## src/rtl/core/opr_pkg.sv

```systemverilog
// Types, token codes and character constants for the operator and punctuator recognizer.
package opr_pkg;

   localparam logic [7:0] CH_NUL    = 8'h00;
   localparam logic [7:0] CH_NL     = 8'h0A;
   localparam logic [7:0] CH_BANG   = 8'h21;
   localparam logic [7:0] CH_HASH   = 8'h23;
   localparam logic [7:0] CH_DOLLAR = 8'h24;
   localparam logic [7:0] CH_PCT    = 8'h25;
   localparam logic [7:0] CH_AMP    = 8'h26;
   localparam logic [7:0] CH_LPAR   = 8'h28;
   localparam logic [7:0] CH_RPAR   = 8'h29;
   localparam logic [7:0] CH_STAR   = 8'h2A;
   localparam logic [7:0] CH_PLUS   = 8'h2B;
   localparam logic [7:0] CH_COMMA  = 8'h2C;
   localparam logic [7:0] CH_MINUS  = 8'h2D;
   localparam logic [7:0] CH_DOT    = 8'h2E;
   localparam logic [7:0] CH_SLASH  = 8'h2F;
   localparam logic [7:0] CH_COLON  = 8'h3A;
   localparam logic [7:0] CH_SEMI   = 8'h3B;
   localparam logic [7:0] CH_LT     = 8'h3C;
   localparam logic [7:0] CH_EQ     = 8'h3D;
   localparam logic [7:0] CH_GT     = 8'h3E;
   localparam logic [7:0] CH_QUEST  = 8'h3F;
   localparam logic [7:0] CH_AT     = 8'h40;
   localparam logic [7:0] CH_LBRK   = 8'h5B;
   localparam logic [7:0] CH_RBRK   = 8'h5D;
   localparam logic [7:0] CH_CARET  = 8'h5E;
   localparam logic [7:0] CH_LBRC   = 8'h7B;
   localparam logic [7:0] CH_BAR    = 8'h7C;
   localparam logic [7:0] CH_RBRC   = 8'h7D;
   localparam logic [7:0] CH_TILDE  = 8'h7E;

   typedef enum logic [5:0] {
      KIND_INVALID = 6'd0, KIND_END, KIND_QUEST, KIND_HASH, KIND_HASH2, KIND_AT,
      KIND_BANG, KIND_NE, KIND_DOLLAR, KIND_LPAR, KIND_RPAR, KIND_STAR,
      KIND_STAR_EQ, KIND_CMT_END, KIND_COMMA, KIND_PLUS, KIND_INC, KIND_PLUS_EQ,
      KIND_MINUS, KIND_DEC, KIND_MINUS_EQ, KIND_ARROW, KIND_DOT, KIND_DOT2,
      KIND_DOT3, KIND_SLASH, KIND_CMT_LINE, KIND_CMT_BLOCK, KIND_SLASH_EQ,
      KIND_PCT, KIND_PCT_EQ, KIND_COLON, KIND_SEMI, KIND_LT, KIND_SHL,
      KIND_SHL_EQ, KIND_LE, KIND_CMP3, KIND_CARET, KIND_CARET_EQ, KIND_BAR,
      KIND_BAR2, KIND_BAR_EQ, KIND_AMP, KIND_AMP2, KIND_AMP_EQ, KIND_EQ,
      KIND_EQ2, KIND_GT, KIND_SHR, KIND_SHR_EQ, KIND_GE, KIND_LBRK, KIND_SLICE,
      KIND_RBRK, KIND_LBRC, KIND_RBRC, KIND_TILDE, KIND_NL
   } kind_type;

   typedef struct packed {
      logic [7:0] first_char;
      logic [7:0] second_char;
      logic [7:0] third_char;
   } req_type;

   typedef struct packed {
      logic [5:0] token_kind;
      logic [1:0] token_length;
   } rsp_type;

   function automatic logic [1:0] kind_length(input kind_type kind);
      logic [1:0] len;
      case (kind)
         KIND_INVALID, KIND_END: len = 2'd0;
         KIND_QUEST, KIND_HASH, KIND_AT, KIND_BANG, KIND_DOLLAR, KIND_LPAR,
         KIND_RPAR, KIND_STAR, KIND_COMMA, KIND_PLUS, KIND_MINUS, KIND_DOT,
         KIND_SLASH, KIND_PCT, KIND_COLON, KIND_SEMI, KIND_LT, KIND_CARET,
         KIND_BAR, KIND_AMP, KIND_EQ, KIND_GT, KIND_LBRK, KIND_RBRK, KIND_LBRC,
         KIND_RBRC, KIND_TILDE, KIND_NL: len = 2'd1;
         KIND_DOT3, KIND_SHL_EQ, KIND_SHR_EQ, KIND_CMP3: len = 2'd3;
         default: len = 2'd2;
      endcase
      return len;
   endfunction

endpackage

```

## src/rtl/core/opr_classify.sv

```systemverilog
// Longest-match classifier for one three-byte lookahead window.
module opr_classify (
   input  opr_pkg::req_type window,
   output opr_pkg::rsp_type token
);

   opr_pkg::kind_type kind;
   logic [7:0]        a;
   logic [7:0]        b;
   logic [7:0]        c;

   assign a = window.first_char;
   assign b = window.second_char;
   assign c = window.third_char;

   always_comb begin
      case (a)
         opr_pkg::CH_NUL:    kind = opr_pkg::KIND_END;
         opr_pkg::CH_QUEST:  kind = opr_pkg::KIND_QUEST;
         opr_pkg::CH_HASH:   kind = (b == opr_pkg::CH_HASH) ? opr_pkg::KIND_HASH2
                                                           : opr_pkg::KIND_HASH;
         opr_pkg::CH_AT:     kind = opr_pkg::KIND_AT;
         opr_pkg::CH_BANG:   kind = (b == opr_pkg::CH_EQ) ? opr_pkg::KIND_NE
                                                         : opr_pkg::KIND_BANG;
         opr_pkg::CH_DOLLAR: kind = opr_pkg::KIND_DOLLAR;
         opr_pkg::CH_LPAR:   kind = opr_pkg::KIND_LPAR;
         opr_pkg::CH_RPAR:   kind = opr_pkg::KIND_RPAR;
         opr_pkg::CH_STAR: begin
            if (b == opr_pkg::CH_EQ) kind = opr_pkg::KIND_STAR_EQ;
            else if (b == opr_pkg::CH_SLASH) kind = opr_pkg::KIND_CMT_END;
            else kind = opr_pkg::KIND_STAR;
         end
         opr_pkg::CH_COMMA:  kind = opr_pkg::KIND_COMMA;
         opr_pkg::CH_PLUS: begin
            if (b == opr_pkg::CH_PLUS) kind = opr_pkg::KIND_INC;
            else if (b == opr_pkg::CH_EQ) kind = opr_pkg::KIND_PLUS_EQ;
            else kind = opr_pkg::KIND_PLUS;
         end
         opr_pkg::CH_MINUS: begin
            if (b == opr_pkg::CH_MINUS) kind = opr_pkg::KIND_DEC;
            else if (b == opr_pkg::CH_EQ) kind = opr_pkg::KIND_MINUS_EQ;
            else if (b == opr_pkg::CH_GT) kind = opr_pkg::KIND_ARROW;
            else kind = opr_pkg::KIND_MINUS;
         end
         opr_pkg::CH_DOT: begin
            if (b != opr_pkg::CH_DOT) kind = opr_pkg::KIND_DOT;
            else if (c == opr_pkg::CH_DOT) kind = opr_pkg::KIND_DOT3;
            else kind = opr_pkg::KIND_DOT2;
         end
         opr_pkg::CH_SLASH: begin
            if (b == opr_pkg::CH_EQ) kind = opr_pkg::KIND_SLASH_EQ;
            else if (b == opr_pkg::CH_SLASH) kind = opr_pkg::KIND_CMT_LINE;
            else if (b == opr_pkg::CH_STAR) kind = opr_pkg::KIND_CMT_BLOCK;
            else kind = opr_pkg::KIND_SLASH;
         end
         opr_pkg::CH_PCT:    kind = (b == opr_pkg::CH_EQ) ? opr_pkg::KIND_PCT_EQ
                                                         : opr_pkg::KIND_PCT;
         opr_pkg::CH_COLON:  kind = opr_pkg::KIND_COLON;
         opr_pkg::CH_SEMI:   kind = opr_pkg::KIND_SEMI;
         opr_pkg::CH_LT: begin
            if (b == opr_pkg::CH_LT) begin
               kind = (c == opr_pkg::CH_EQ) ? opr_pkg::KIND_SHL_EQ : opr_pkg::KIND_SHL;
            end else if (b == opr_pkg::CH_EQ) begin
               kind = (c == opr_pkg::CH_GT) ? opr_pkg::KIND_CMP3 : opr_pkg::KIND_LE;
            end else begin
               kind = opr_pkg::KIND_LT;
            end
         end
         opr_pkg::CH_CARET:  kind = (b == opr_pkg::CH_EQ) ? opr_pkg::KIND_CARET_EQ
                                                         : opr_pkg::KIND_CARET;
         opr_pkg::CH_BAR: begin
            if (b == opr_pkg::CH_BAR) kind = opr_pkg::KIND_BAR2;
            else if (b == opr_pkg::CH_EQ) kind = opr_pkg::KIND_BAR_EQ;
            else kind = opr_pkg::KIND_BAR;
         end
         opr_pkg::CH_AMP: begin
            if (b == opr_pkg::CH_AMP) kind = opr_pkg::KIND_AMP2;
            else if (b == opr_pkg::CH_EQ) kind = opr_pkg::KIND_AMP_EQ;
            else kind = opr_pkg::KIND_AMP;
         end
         opr_pkg::CH_EQ:     kind = (b == opr_pkg::CH_EQ) ? opr_pkg::KIND_EQ2
                                                         : opr_pkg::KIND_EQ;
         opr_pkg::CH_GT: begin
            if (b == opr_pkg::CH_GT) begin
               kind = (c == opr_pkg::CH_EQ) ? opr_pkg::KIND_SHR_EQ : opr_pkg::KIND_SHR;
            end else if (b == opr_pkg::CH_EQ) begin
               kind = opr_pkg::KIND_GE;
            end else begin
               kind = opr_pkg::KIND_GT;
            end
         end
         opr_pkg::CH_LBRK:   kind = (b == opr_pkg::CH_RBRK) ? opr_pkg::KIND_SLICE
                                                           : opr_pkg::KIND_LBRK;
         opr_pkg::CH_RBRK:   kind = opr_pkg::KIND_RBRK;
         opr_pkg::CH_LBRC:   kind = opr_pkg::KIND_LBRC;
         opr_pkg::CH_RBRC:   kind = opr_pkg::KIND_RBRC;
         opr_pkg::CH_TILDE:  kind = opr_pkg::KIND_TILDE;
         opr_pkg::CH_NL:     kind = opr_pkg::KIND_NL;
         default:            kind = opr_pkg::KIND_INVALID;
      endcase
   end

   assign token.token_kind   = kind;
   assign token.token_length = opr_pkg::kind_length(kind);

endmodule

```

## src/rtl/core/operator_punctuator_recognizer_top.sv

```systemverilog
// Top level: input register, classifier and result register of the recognizer.
// An accepted item passes the input register, then the result register, to rsp_valid.
// Throughput: one item per cycle while rsp_ready is high. The input register refills
// when empty or the result register advances; req_ready drops only with both full.
// The classifier between the registers is the only logic on the item path.
// Reset clears both valid flags; payload registers are not reset.
module operator_punctuator_recognizer_top (
   input  logic             clock,
   input  logic             reset,
   input  logic             req_valid,
   output logic             req_ready,
   input  opr_pkg::req_type req_data,
   output logic             rsp_valid,
   input  logic             rsp_ready,
   output opr_pkg::rsp_type rsp_data
);

   logic             in_valid_ff;
   logic             in_valid_in;
   opr_pkg::req_type in_data_ff;
   opr_pkg::req_type in_data_in;
   logic             rsp_valid_ff;
   logic             rsp_valid_in;
   opr_pkg::rsp_type rsp_data_ff;
   opr_pkg::rsp_type rsp_data_in;
   opr_pkg::rsp_type class_rsp;
   logic             advance;

   opr_classify u_classify (
      .window (in_data_ff),
      .token  (class_rsp)
   );

   assign advance   = !rsp_valid_ff || rsp_ready;
   assign req_ready = !in_valid_ff || advance;

   always_comb begin
      in_valid_in  = req_ready ? req_valid : in_valid_ff;
      in_data_in   = (req_valid && req_ready) ? req_data : in_data_ff;
      rsp_valid_in = advance ? in_valid_ff : rsp_valid_ff;
      rsp_data_in  = (advance && in_valid_ff) ? class_rsp : rsp_data_ff;
   end

   always_ff @(posedge clock) begin
      if (reset) begin
         in_valid_ff  <= 1'b0;
         rsp_valid_ff <= 1'b0;
      end else begin
         in_valid_ff  <= in_valid_in;
         rsp_valid_ff <= rsp_valid_in;
      end
   end

   always_ff @(posedge clock) begin
      in_data_ff  <= in_data_in;
      rsp_data_ff <= rsp_data_in;
   end

   assign rsp_valid = rsp_valid_ff;
   assign rsp_data  = rsp_data_ff;

endmodule

```

## config.mk

```make
export PLATFORM = sky130hd
export DESIGN_NAME = operator_punctuator_recognizer_top
export DESIGN_NICKNAME = d
export VERILOG_FILES = /design/src/rtl/core/opr_pkg.sv /design/src/rtl/core/opr_classify.sv /design/src/rtl/core/operator_punctuator_recognizer_top.sv
export SDC_FILE = /design/constraint.sdc
export NUM_CORES = 1
export LEC_CHECK = 0
export ABC_AREA = 1
export ABC_CLOCK_PERIOD_IN_PS = 2900
export BUFFER_PORTS_ARGS = -buffer_cell sky130_fd_sc_hd__buf_4
export CAP_MARGIN = 20
export CORE_ASPECT_RATIO = 0.9
export CORE_UTILIZATION = 25
export CTS_CLUSTER_SIZE = 20
export DETAILED_ROUTE_END_ITERATION = 8
export HOLD_SLACK_MARGIN = 0.08
export PLACE_DENSITY = 0.4
export RECOVER_POWER = 50
export SYNTH_ARGS = -nofsm -noshare
export SYNTH_HDL_FRONTEND = slang
export SYNTH_SLANG_ARGS = --single-unit
```

## constraint.sdc

```tcl
create_clock -name clock -period 2.9 [get_ports clock]
set_clock_uncertainty 0.1 [all_clocks]
set_input_delay 0.29 -clock clock [delete_from_list [all_inputs] [get_ports clock]]
set_output_delay 0.29 -clock clock [all_outputs]
set_load 0.05 [all_outputs]
```

; Word-level counts from Yosys, hierarchy flattened
; Memory sizes are Yosys's and may differ from the RTL's. A register that Yosys moved wholly into a read port is not among the register bits.
; Index checks and enable logic that the tools add are counted.
[classes]
reduce_logical = 7
muxes = 30
eq_ne = 43
[op_table]
columns = operator, n
row1 = == test 8 x 6 -> 1 bit (second input constant), 31
row2 = case mux 6 bit (29 select lines), 1
row3 = == test 8 x 7 -> 1 bit (second input constant), 10
row4 = two-way mux 6 bit, 12
row5 = two-way mux 3 bit, 4
row6 = two-way mux 2 bit, 5
row7 = == test 8 x 4 -> 1 bit (second input constant), 1
row8 = logical NOT 8 bit, 1
row9 = != test 8 x 6 -> 1 bit (second input constant), 1
row10 = two-way mux 1 bit, 6
row11 = two-way mux 5 bit, 1
row12 = two-way mux 4 bit, 1
row13 = logical AND 1 bit, 2
row14 = logical NOT 1 bit, 2
row15 = logical OR 1 bit, 2
[word_totals]
mem_bits_ro = 128
memories = 1
input_bits = 28
out_inout_bits = 10
reg_bits = 32
wordCells = 87
[mem_list]
columns = memory, depth, width, read_ports, rd_clocked_by_memory_dff, wr, line_no
row1 = (no name shown), 64, 2, 1, 1, 0, opr_pkg.sv:60  ; case (kind)

; Longest topological paths before layout
; Gate-level depths: netlist of run 1.
[logic_depth]
word_depth = 5
depth_mapped = 21
depth_no_buf = 21

; By module
; Synthesis of run 1 repeated with hierarchy kept, for this count alone.
[hier_totals]
cells_unflattened = 444
hier_area_um2 = 2825.2
[by_module_without_submodules]
columns = mod, instances, area_per_inst_um2, cells_per_inst, seq_area_each_um2
row1 = opr_classify, 1, 1773.0, 400, 0.0
row2 = operator_punctuator_recognizer_top, 1, 1052.3, 44, 1001.0

; Worst setup path before layout of run 1
; Ideal clock, no wire load.
[synth_timing]
kind = reg-to-reg
startpoint = reg in_data_ff[14] (netlist name)
endpoint = reg, netlist name rsp_data[0]
n_path_buf = 1
stages_incl_launch_ff = 18
setup_time_ns = 0.253
period_less_slack_ns = 2.562
setup_slack_ns = 0.338
required_ns = 2.547
arrival_ns = 2.209
path_cell_list = edfxtp_1 > inv_2 > nand2_2 > nor2_2 > nand2_2 > buf_6 > nand3_1 > nand3_1 > nor2_2 > nand3_4 > ha_1 > or2_2 > o21ai_1 > inv_1 > nand2_1 > nand2_1 > nand3_1 > nand2_1
[synth_lines]
columns = element, line_no
row1 = start: declaration, operator_punctuator_recognizer_top.sv:20  ; opr_pkg::req_type in_data_ff;
row2 = start signal: assignment, operator_punctuator_recognizer_top.sv:55  ; in_data_ff <= in_data_in;

; Worst setup path in the final report of run 1
[layout_timing]
startpoint = reg in_data_ff[14] (netlist name)
endpoint = reg, netlist name rsp_data[0]
[layout_via]
elab_chain_len = 5
word_cells_on_any_way = 38
classes_between = eq/ne (12) / mux (26)
[layout_rtl]
columns = element, line_no
row1 = == test 8 x 6 -> 1 bit (on tied branches), "opr_classify.sv:42, opr_classify.sv:84, opr_classify.sv:53"
row2 = two-way mux 3 bit or two-way mux 2 bit (tied branches), "opr_classify.sv:42, opr_classify.sv:53"
row3 = two-way mux 6 bit (on tied branches), "opr_classify.sv:41, opr_classify.sv:52"
row4 = two-way mux 6 bit (on tied branches), "opr_classify.sv:40, opr_classify.sv:51"
row5 = case mux 6 bit (29 select lines) (*), opr_classify.sv:17  ; case (a)
; Every way passes the cells marked *; elsewhere a longest branch is shown, timed or not.
; A chain may end at the register's enable or synchronous reset.

==> key figures, run 1 <==
Run status
  • Status: complete, no violations

Floorplanning
  • Initial Util: 0.261
  • Die area: around 11000 um2
  • Die W: 109 um
  • Ports: 38
  • # rows: 34
  • Core area: 9780 um2
  • Die height: about 98 um

Power
  • Final Power: ~1.3 mW
  • Leak Pwr: about 1.7 nW
  • PD cells: ~370 nW/um2
  • Peak supply drop: 0.177 mV

Critical path
  • Kind of cell adding the most delay to the critical path: simple AND/OR/NAND/NOR gates
  • CP max stage cell: edfxtp_1
  • Crit path arrival time: around 2.7 ns
  • Max incr delay on CP: about 0.42 ns
  • RR Startpoint: in_data_ff[14]
  • CP bufs+invs: 2
  • Crit path top cell by count: nand2_1
  • Worst Setup SP: in_data_ff[14]
  • R2R Path End: rsp_data[0]
  • End point of the critical path: rsp_data[0]
  • Critical Path End Type: flop
  • Crit path depth: 16
  • CP cell instances: inv_2 -> nand2_2 -> nor2_4 -> nand2_2 -> a21oi_1 -> o21ai_0 -> nand3_2 -> nor2_4 -> ha_4 -> or2_2 -> o21ai_2 -> inv_1 -> nand2_1 -> nand2_1 -> nand3_1 -> nand2_1
  • Reg2reg path depth: 16
  • Reg-to-reg slack, setup: around 0.19 ns
  • CP startpoint kind: flop
  • WS Path Type: flop to flop
  • Crit path required time: ~2.8 ns
  • Max FO, Critical Path: 5

Yosys
  • Syn Inst Count: around 370
  • Syn_area_per_cell: about 6.9 um2
  • Ys async rst share: 0
  • Number of enable flip-flop cells after synthesis: 32
  • #FFs+latches synth: 34
  • Synth Cell Area: ~2600 um2
  • Synthesized Nets: between 400 and 500
  • Distinct cells, synth: 29
  • Yosys warns: 0
  • Post-synthesis sequential area ratio: 0.391
  • Ys flop type: edfxtp_1

Place
  • Input/output buffers: 37
  • Placed inst area: 3040 um2
  • Routability cong.: a little under 0.9
  • Setup WS pre-CTS: about 0.073 ns
  • Dpl hpwl: between 5000 and 6000 um

Global routing
  • Pin count of the biggest net entering global routing: 25
  • Initial antenna violation count: 0
  • First-pass GRT wire length: ~11000 um
  • Global route total overflow: 0
  • Vias in the first global route: between 2000 and 2500
  • Tot GR Track Use: 0.136

Clock tree
  • Max clock buf depth: 2
  • Clk slew on worst S/H paths: approximately 0.060 ns
  • Sink Count: 34
  • Htree depth: 2
  • CTS tree: yes
  • Root buffer cell: clkbuf_16
  • Latest clock arrival within the worst-skew pair: 0.28 ns
  • Total CTS buffers: 5

Detailed routing
  • Vias/cell: 4.31
  • Vias after detailed routing: roughly 2500
  • Drc violations: 0
  • Detail Route Antenna Nets: 0
  • WL final: 6740 um
  • Initial drt markers: between 100 and 150
  • Drt pass-1 iters: 4
  • DR WL/cell: between 10 and 15 um

Timing
  • Final-report max-slew violation count: 0
  • Max-Slew Margin vs Limit: 0.146
  • Crit share post-route: 0.934
  • Final worst slack: around 0.19 ns
  • Fmax: around 370 MHz
  • Setup TNS Final: 0 ns
  • Worst slew pin tran: 1.28 ns
  • Final min period: between 2 and 3 ns
  • # setup viols final: 0
  • Final Hold Fails: 0

Finish
  • Final net count: between 400 and 500
  • Share of post-route cells with drive strength above 1: 0.265
  • Final Core Density: 0.364
  • Final Cell Area: between 3000 and 4000 um2
  • Area growth syn-to-layout: 39.2%
  • Ant. Diodes: 0

Hold path
  • HP Class: input pin to flop
  • Hold Crit Start: req_data[1]

Flow run
  • Max-Cap Viols: 0
==> worst min path at each step <==
stage                     cells past startpoint       endpoint
after detailed placement                      2      rsp_valid
final                                         1  in_data_ff[1]
after floorplan                               1    in_valid_ff
after global routing                          1  in_data_ff[1]
after global placement                        2    in_valid_ff
after CTS                                     1  in_data_ff[1]
==> sequential cells by signal, summed over array words and instances, names as in the netlist <==
name,count
in_data_ff,24
rsp_valid,1
rsp_data,8
in_valid_ff,1
==> where the power goes <==
group	internal (mW)	switching [mW]	total (mW)
clock	0.314	0.213	0.526
combinational	0.0938	0.128	0.222
sequential	0.570	0.0151	0.585
total	0.977	0.356	1.33
==> layer usage <==
metal / track usage / share of wire / wire, um
met5: 0 / 0 / 0
met4: 0.0509 / 0.020 / 134
met3: 0.0274 / 0.027 / 180
met2: 0.219 / 0.47 / 3170
met1: 0.180 / 0.48 / 3250
==> metrics by stage <==
step | cells | hold WS, ns
after floorplan | 371 | 0.259
after global placement | 541 | 0.361
after detailed placement | 541 | 0.359
after CTS | 572 | 0.0824
after global routing | 582 | 0.107
final | 582 | 0.110
==> layout by cell type (no fill, tap or decap), types with 2 or more instances in the layout <==
| cell type | netlist | layout |
|---|---|---|
| nor3_1 | 5 | 4 |
| nand3_1 | 28 | 26 |
| ha_4 | 0 | 2 |
| clkbuf_4 | 0 | 25 |
| a21oi_2 | 1 | 2 |
| nor2_2 | 11 | 13 |
| nand4_1 | 5 | 5 |
| nand2_2 | 12 | 19 |
| nand3_2 | 2 | 4 |
| o21ai_1 | 6 | 5 |
| dfxtp_1 | 2 | 2 |
| nor2_1 | 58 | 51 |
| clkbuf_16 | 0 | 5 |
| clkinv_1 | 1 | 2 |
| edfxtp_1 | 32 | 32 |
| inv_1 | 40 | 39 |
| o21ai_2 | 2 | 3 |
| nor2_4 | 4 | 9 |
| nand2_1 | 125 | 118 |
| a21oi_1 | 10 | 9 |
| inv_2 | 10 | 11 |
| o21ai_0 | 3 | 3 |
| dlygate4sd3_1 | 0 | 24 |
| nand3b_1 | 2 | 2 |
| clkbuf_1 | 0 | 10 |
| buf_4 | 0 | 19 |
==> cells in the mapped netlist, types with 3 or more instances <==
library cell | count | area share
a21oi_1 | 10 | 0.020
edfxtp_1 | 32 | 0.38
ha_1 | 3 | 0.015
inv_1 | 40 | 0.059
inv_2 | 10 | 0.015
nand2_1 | 125 | 0.18
nand2_2 | 12 | 0.029
nand3_1 | 28 | 0.055
nand4_1 | 5 | 0.012
nor2_1 | 58 | 0.085
nor2_2 | 11 | 0.027
nor2_4 | 4 | 0.018
nor3_1 | 5 | 0.0098
o21ai_0 | 3 | 0.0059
o21ai_1 | 6 | 0.012
==> timing repair <==
item | CTS | global route
setup buffers | 0 | 8
hold buffers | 23 | 1
gates resized for setup | 0 | 29
setup endpoints to repair | 0 | 2
hold endpoints to repair | 24 | 1
==> layout make-up <==
type                       count  area (um2)
tap                          126         158
sequential                    34        1000
timing repair buffer          78         608
clock buffer                   5         125
inverter                      51         191
fill                        1077        6220
clock inverter                 3        16.3
multi-input combinational    285        1460
==> logic make-up after synthesis <==
family          Yosys count  synth area share
buf+inv                  53            0.0837
fa+ha+maj                 3            0.0147
flops                    34             0.391
simple gates            258             0.460
compound gates           23            0.0499
==> worst register-to-register path: cells and delay by family, from the launching register on <==
kind	cells	cell delay, ns
buffers and inverters	2	0.12
and+or+nand+nor	10	1.17
adders and majority gates	1	0.15
DFF	1	0.42
AOI/OAI and AO/OA	3	0.50
No activity file was read; power rests on OpenSTA's default activity.
==> inputs of run 2 (changes only) <==
Settings changed: CELL_PAD_IN_SITES_DETAIL_PLACEMENT from default to 1, CELL_PAD_IN_SITES_GLOBAL_PLACEMENT from default to 1, PLACE_DENSITY 0.4 to 0.52.
==> key figures, run 2 (synthesis results as in run 1) <==
Run status
  • Status: complete, no violations

Critical path
  • Max FO, Critical Path: 6 (+1)
  • CP startpoint kind: flop
  • Crit path arrival time: 2.64 ns (about the same)
  • CP cell instances: inv_2 -> nand2_4 -> nor2_4 -> nand2_4 -> o21ai_4 -> nand3_2 -> nor2_4 -> nand3_4 -> buf_6 -> ha_2 -> or2_4 -> o21ai_1 -> inv_1 -> nand2_1 -> nand2_1 -> nand3_1 -> nand2_1
  • R2R Path End: rsp_data[0]
  • RR Startpoint: in_data_ff[14]
  • Worst Setup SP: in_data_ff[14]
  • Crit path top cell by count: nand2_1
  • Reg-to-reg slack, setup: 0.20 ns (about the same)
  • Critical Path End Type: flop
  • Max incr delay on CP: 0.42 ns (about the same)
  • End point of the critical path: rsp_data[0]
  • Reg2reg path depth: 17 (+1)
  • CP max stage cell: edfxtp_1
  • WS Path Type: flop to flop
  • Crit path required time: 2.84 ns (about the same)

Timing
  • Setup TNS Final: 0 ns (unchanged)
  • Crit share post-route: 0.932 (-0.00194)
  • Fmax: 370 MHz (+0.21%)
  • Max-Slew Margin vs Limit: 0.0983 (-0.0476)
  • Final-report max-slew violation count: 0 (unchanged)
  • Worst slew pin tran: 1.35 ns (+0.0714 ns)
  • Final Hold Fails: 0 (unchanged)
  • # setup viols final: 0 (unchanged)
  • Final min period: 2.70 ns (-0.00562 ns)

Floorplanning
  • Die height: 98.0 um (unchanged)
  • Die area: 10600 um2 (unchanged)
  • Ports: 38 (unchanged)
  • Initial Util: 0.261 (unchanged)
  • Die W: 109 um (unchanged)
  • # rows: 34 (unchanged)
  • Core area: 9780 um2 (unchanged)

Finish
  • Max reg flops: 24 (unchanged)
  • Largest Register: in_data_ff
  • Most common cell after layout, fill and taps aside: nand2_1
  • Register area: 1000 um2 (unchanged)
  • Ant. Diodes: 0 (unchanged)
  • Share of post-route cells with drive strength above 1: 0.297 (+0.0318)
  • Final Cell Area: 3550 um2 (-0.21%)
  • Area of the multi-input gates: 1490 um2 (+1.8%)
  • Final Core Density: 0.363 (-0.000768)
  • Commonest cells after routing, fill and taps aside: 117 x nand2_1, 49 x nor2_1, 36 x inv_1
  • Area growth syn-to-layout: 38.9%
  • Fillers: 1237 (+15%)
  • Final net count: 482 (-0.82%)

Global routing
  • Vias in the first global route: 2590 (+9.9%)
  • Pin count of the biggest net entering global routing: 25 (unchanged)
  • Tot GR Track Use: 0.157 (+0.0203)
  • Initial antenna violation count: 0 (unchanged)
  • Global route total overflow: 0 (unchanged)
  • First-pass GRT wire length: 12900 um (+16%)

Power
  • PD cells: 397 nW/um2 (+5.9%)
  • Leak Pwr: 1.75 nW (+2.1%)
  • Peak supply drop: 0.181 mV (+2.6%)

Place
  • Placed inst area: 3120 um2 (+2.7%)
  • Routability cong.: 0.816 (-5.6%)
  • Input/output buffers: 37 (unchanged)
  • Dpl hpwl: 6050 um (+15%)

Clock tree
  • Max clock buf depth: 2 (unchanged)
  • Sink Count: 34 (unchanged)
  • Clk slew on worst S/H paths: 0.06 ns (about the same)
  • Root buffer cell: clkbuf_16
  • Latest clock arrival within the worst-skew pair: 0.28 ns (about the same)
  • Total CTS buffers: 5 (unchanged)
  • Htree depth: 2 (unchanged)
  • CTS tree: yes

Detailed routing
  • DR WL/cell: 13.3 um (+15%)
  • Drc violations: 0 (unchanged)
  • Vias after detailed routing: 2537 (+1.2%)
  • WL final: 7680 um (+14%)
  • Vias/cell: 4.40 (+2.0%)
  • Detail Route Antenna Nets: 0 (unchanged)
  • Drt pass-1 iters: 4 (unchanged)
  • Initial drt markers: 98 (-5.8%)

Hold path
  • HP Class: input pin to flop

Flow run
  • Max-Cap Viols: 0 (unchanged)
[run 2: cell types whose count changed in the layout (fill, tap and decap cells not counted), sizes merged]
cell | before | now
clkinv | 3 | 2
nand2 | 138 | 137
dlygate4sd3 | 24 | 11
buf | 19 | 29
bufinv | 0 | 1
clkinvlp | 1 | 0
[run 2: where the power goes]
| group | total (mW) | internal (mW) | switching [mW] |
|---|---|---|---|
| sequential | 0.586 | 0.570 | 0.0162 |
| clock | 0.604 | 0.398 | 0.207 |
| combinational | 0.219 | 0.0854 | 0.133 |
| total | 1.41 | 1.05 | 0.356 |
[run 2: how the worst min path moves through the flow]
stage                       startpoint              to  cells past startpoint
after detailed placement         reset     in_valid_ff                      2
after CTS                 req_data[17]  in_data_ff[17]                      1
after floorplan                  reset     in_valid_ff                      1
after global routing       req_data[1]   in_data_ff[1]                      1
after global placement     in_valid_ff       rsp_valid                      2
final                     req_data[17]  in_data_ff[17]                      1
[run 2: metrics by stage]
stage          total power, mW  hold slack, ns  instances  setup WS (ns)
2_1_floorplan            0.715           0.259        371          0.338
4_1_cts                   1.42          0.0802        570         0.0135
3_3_place_gp             0.791           0.356        552         0.0183
5_1_grt                   1.47           0.102        577       -0.00804
3_5_place_dp             0.792           0.359        552         0.0300
6_report                  1.41           0.107        577          0.198
[run 2: metal layers]
metal  up-vias  part of all wire  GRT usage
met5         -                 0          0
met3         5             0.024     0.0227
met1      1165              0.50      0.222
met2        37              0.46      0.247
met4         0            0.0096     0.0405
li1       1330                 -          -
[run 2: final cells by class]
cell class,count,share of cell area
Timing Repair Buffer,75,0.157
Clock inverter,2,0.00951
Inverter,51,0.0539
Clock buffer,5,0.0352
Sequential cell,34,0.282
Multi-Input combinational cell,284,0.419
Tap cell,126,0.0444
[run 2: what timing repair did]
item,4_1_cts,5_1_grt
resized for setup,0,41
endpoints found under the hold margin,12,0
buffers inserted,0,7
hold buffers,11,0
endpoints found under the setup margin,0,2
[run 2: worst max-delay path, delay by kind of cell, from the launching register on]
family,cells,cell delay [ns]
buf+inv,3,0.28
fa+ha+maj,1,0.17
simple gates,11,1.21
compound gates,2,0.30
flops,1,0.42
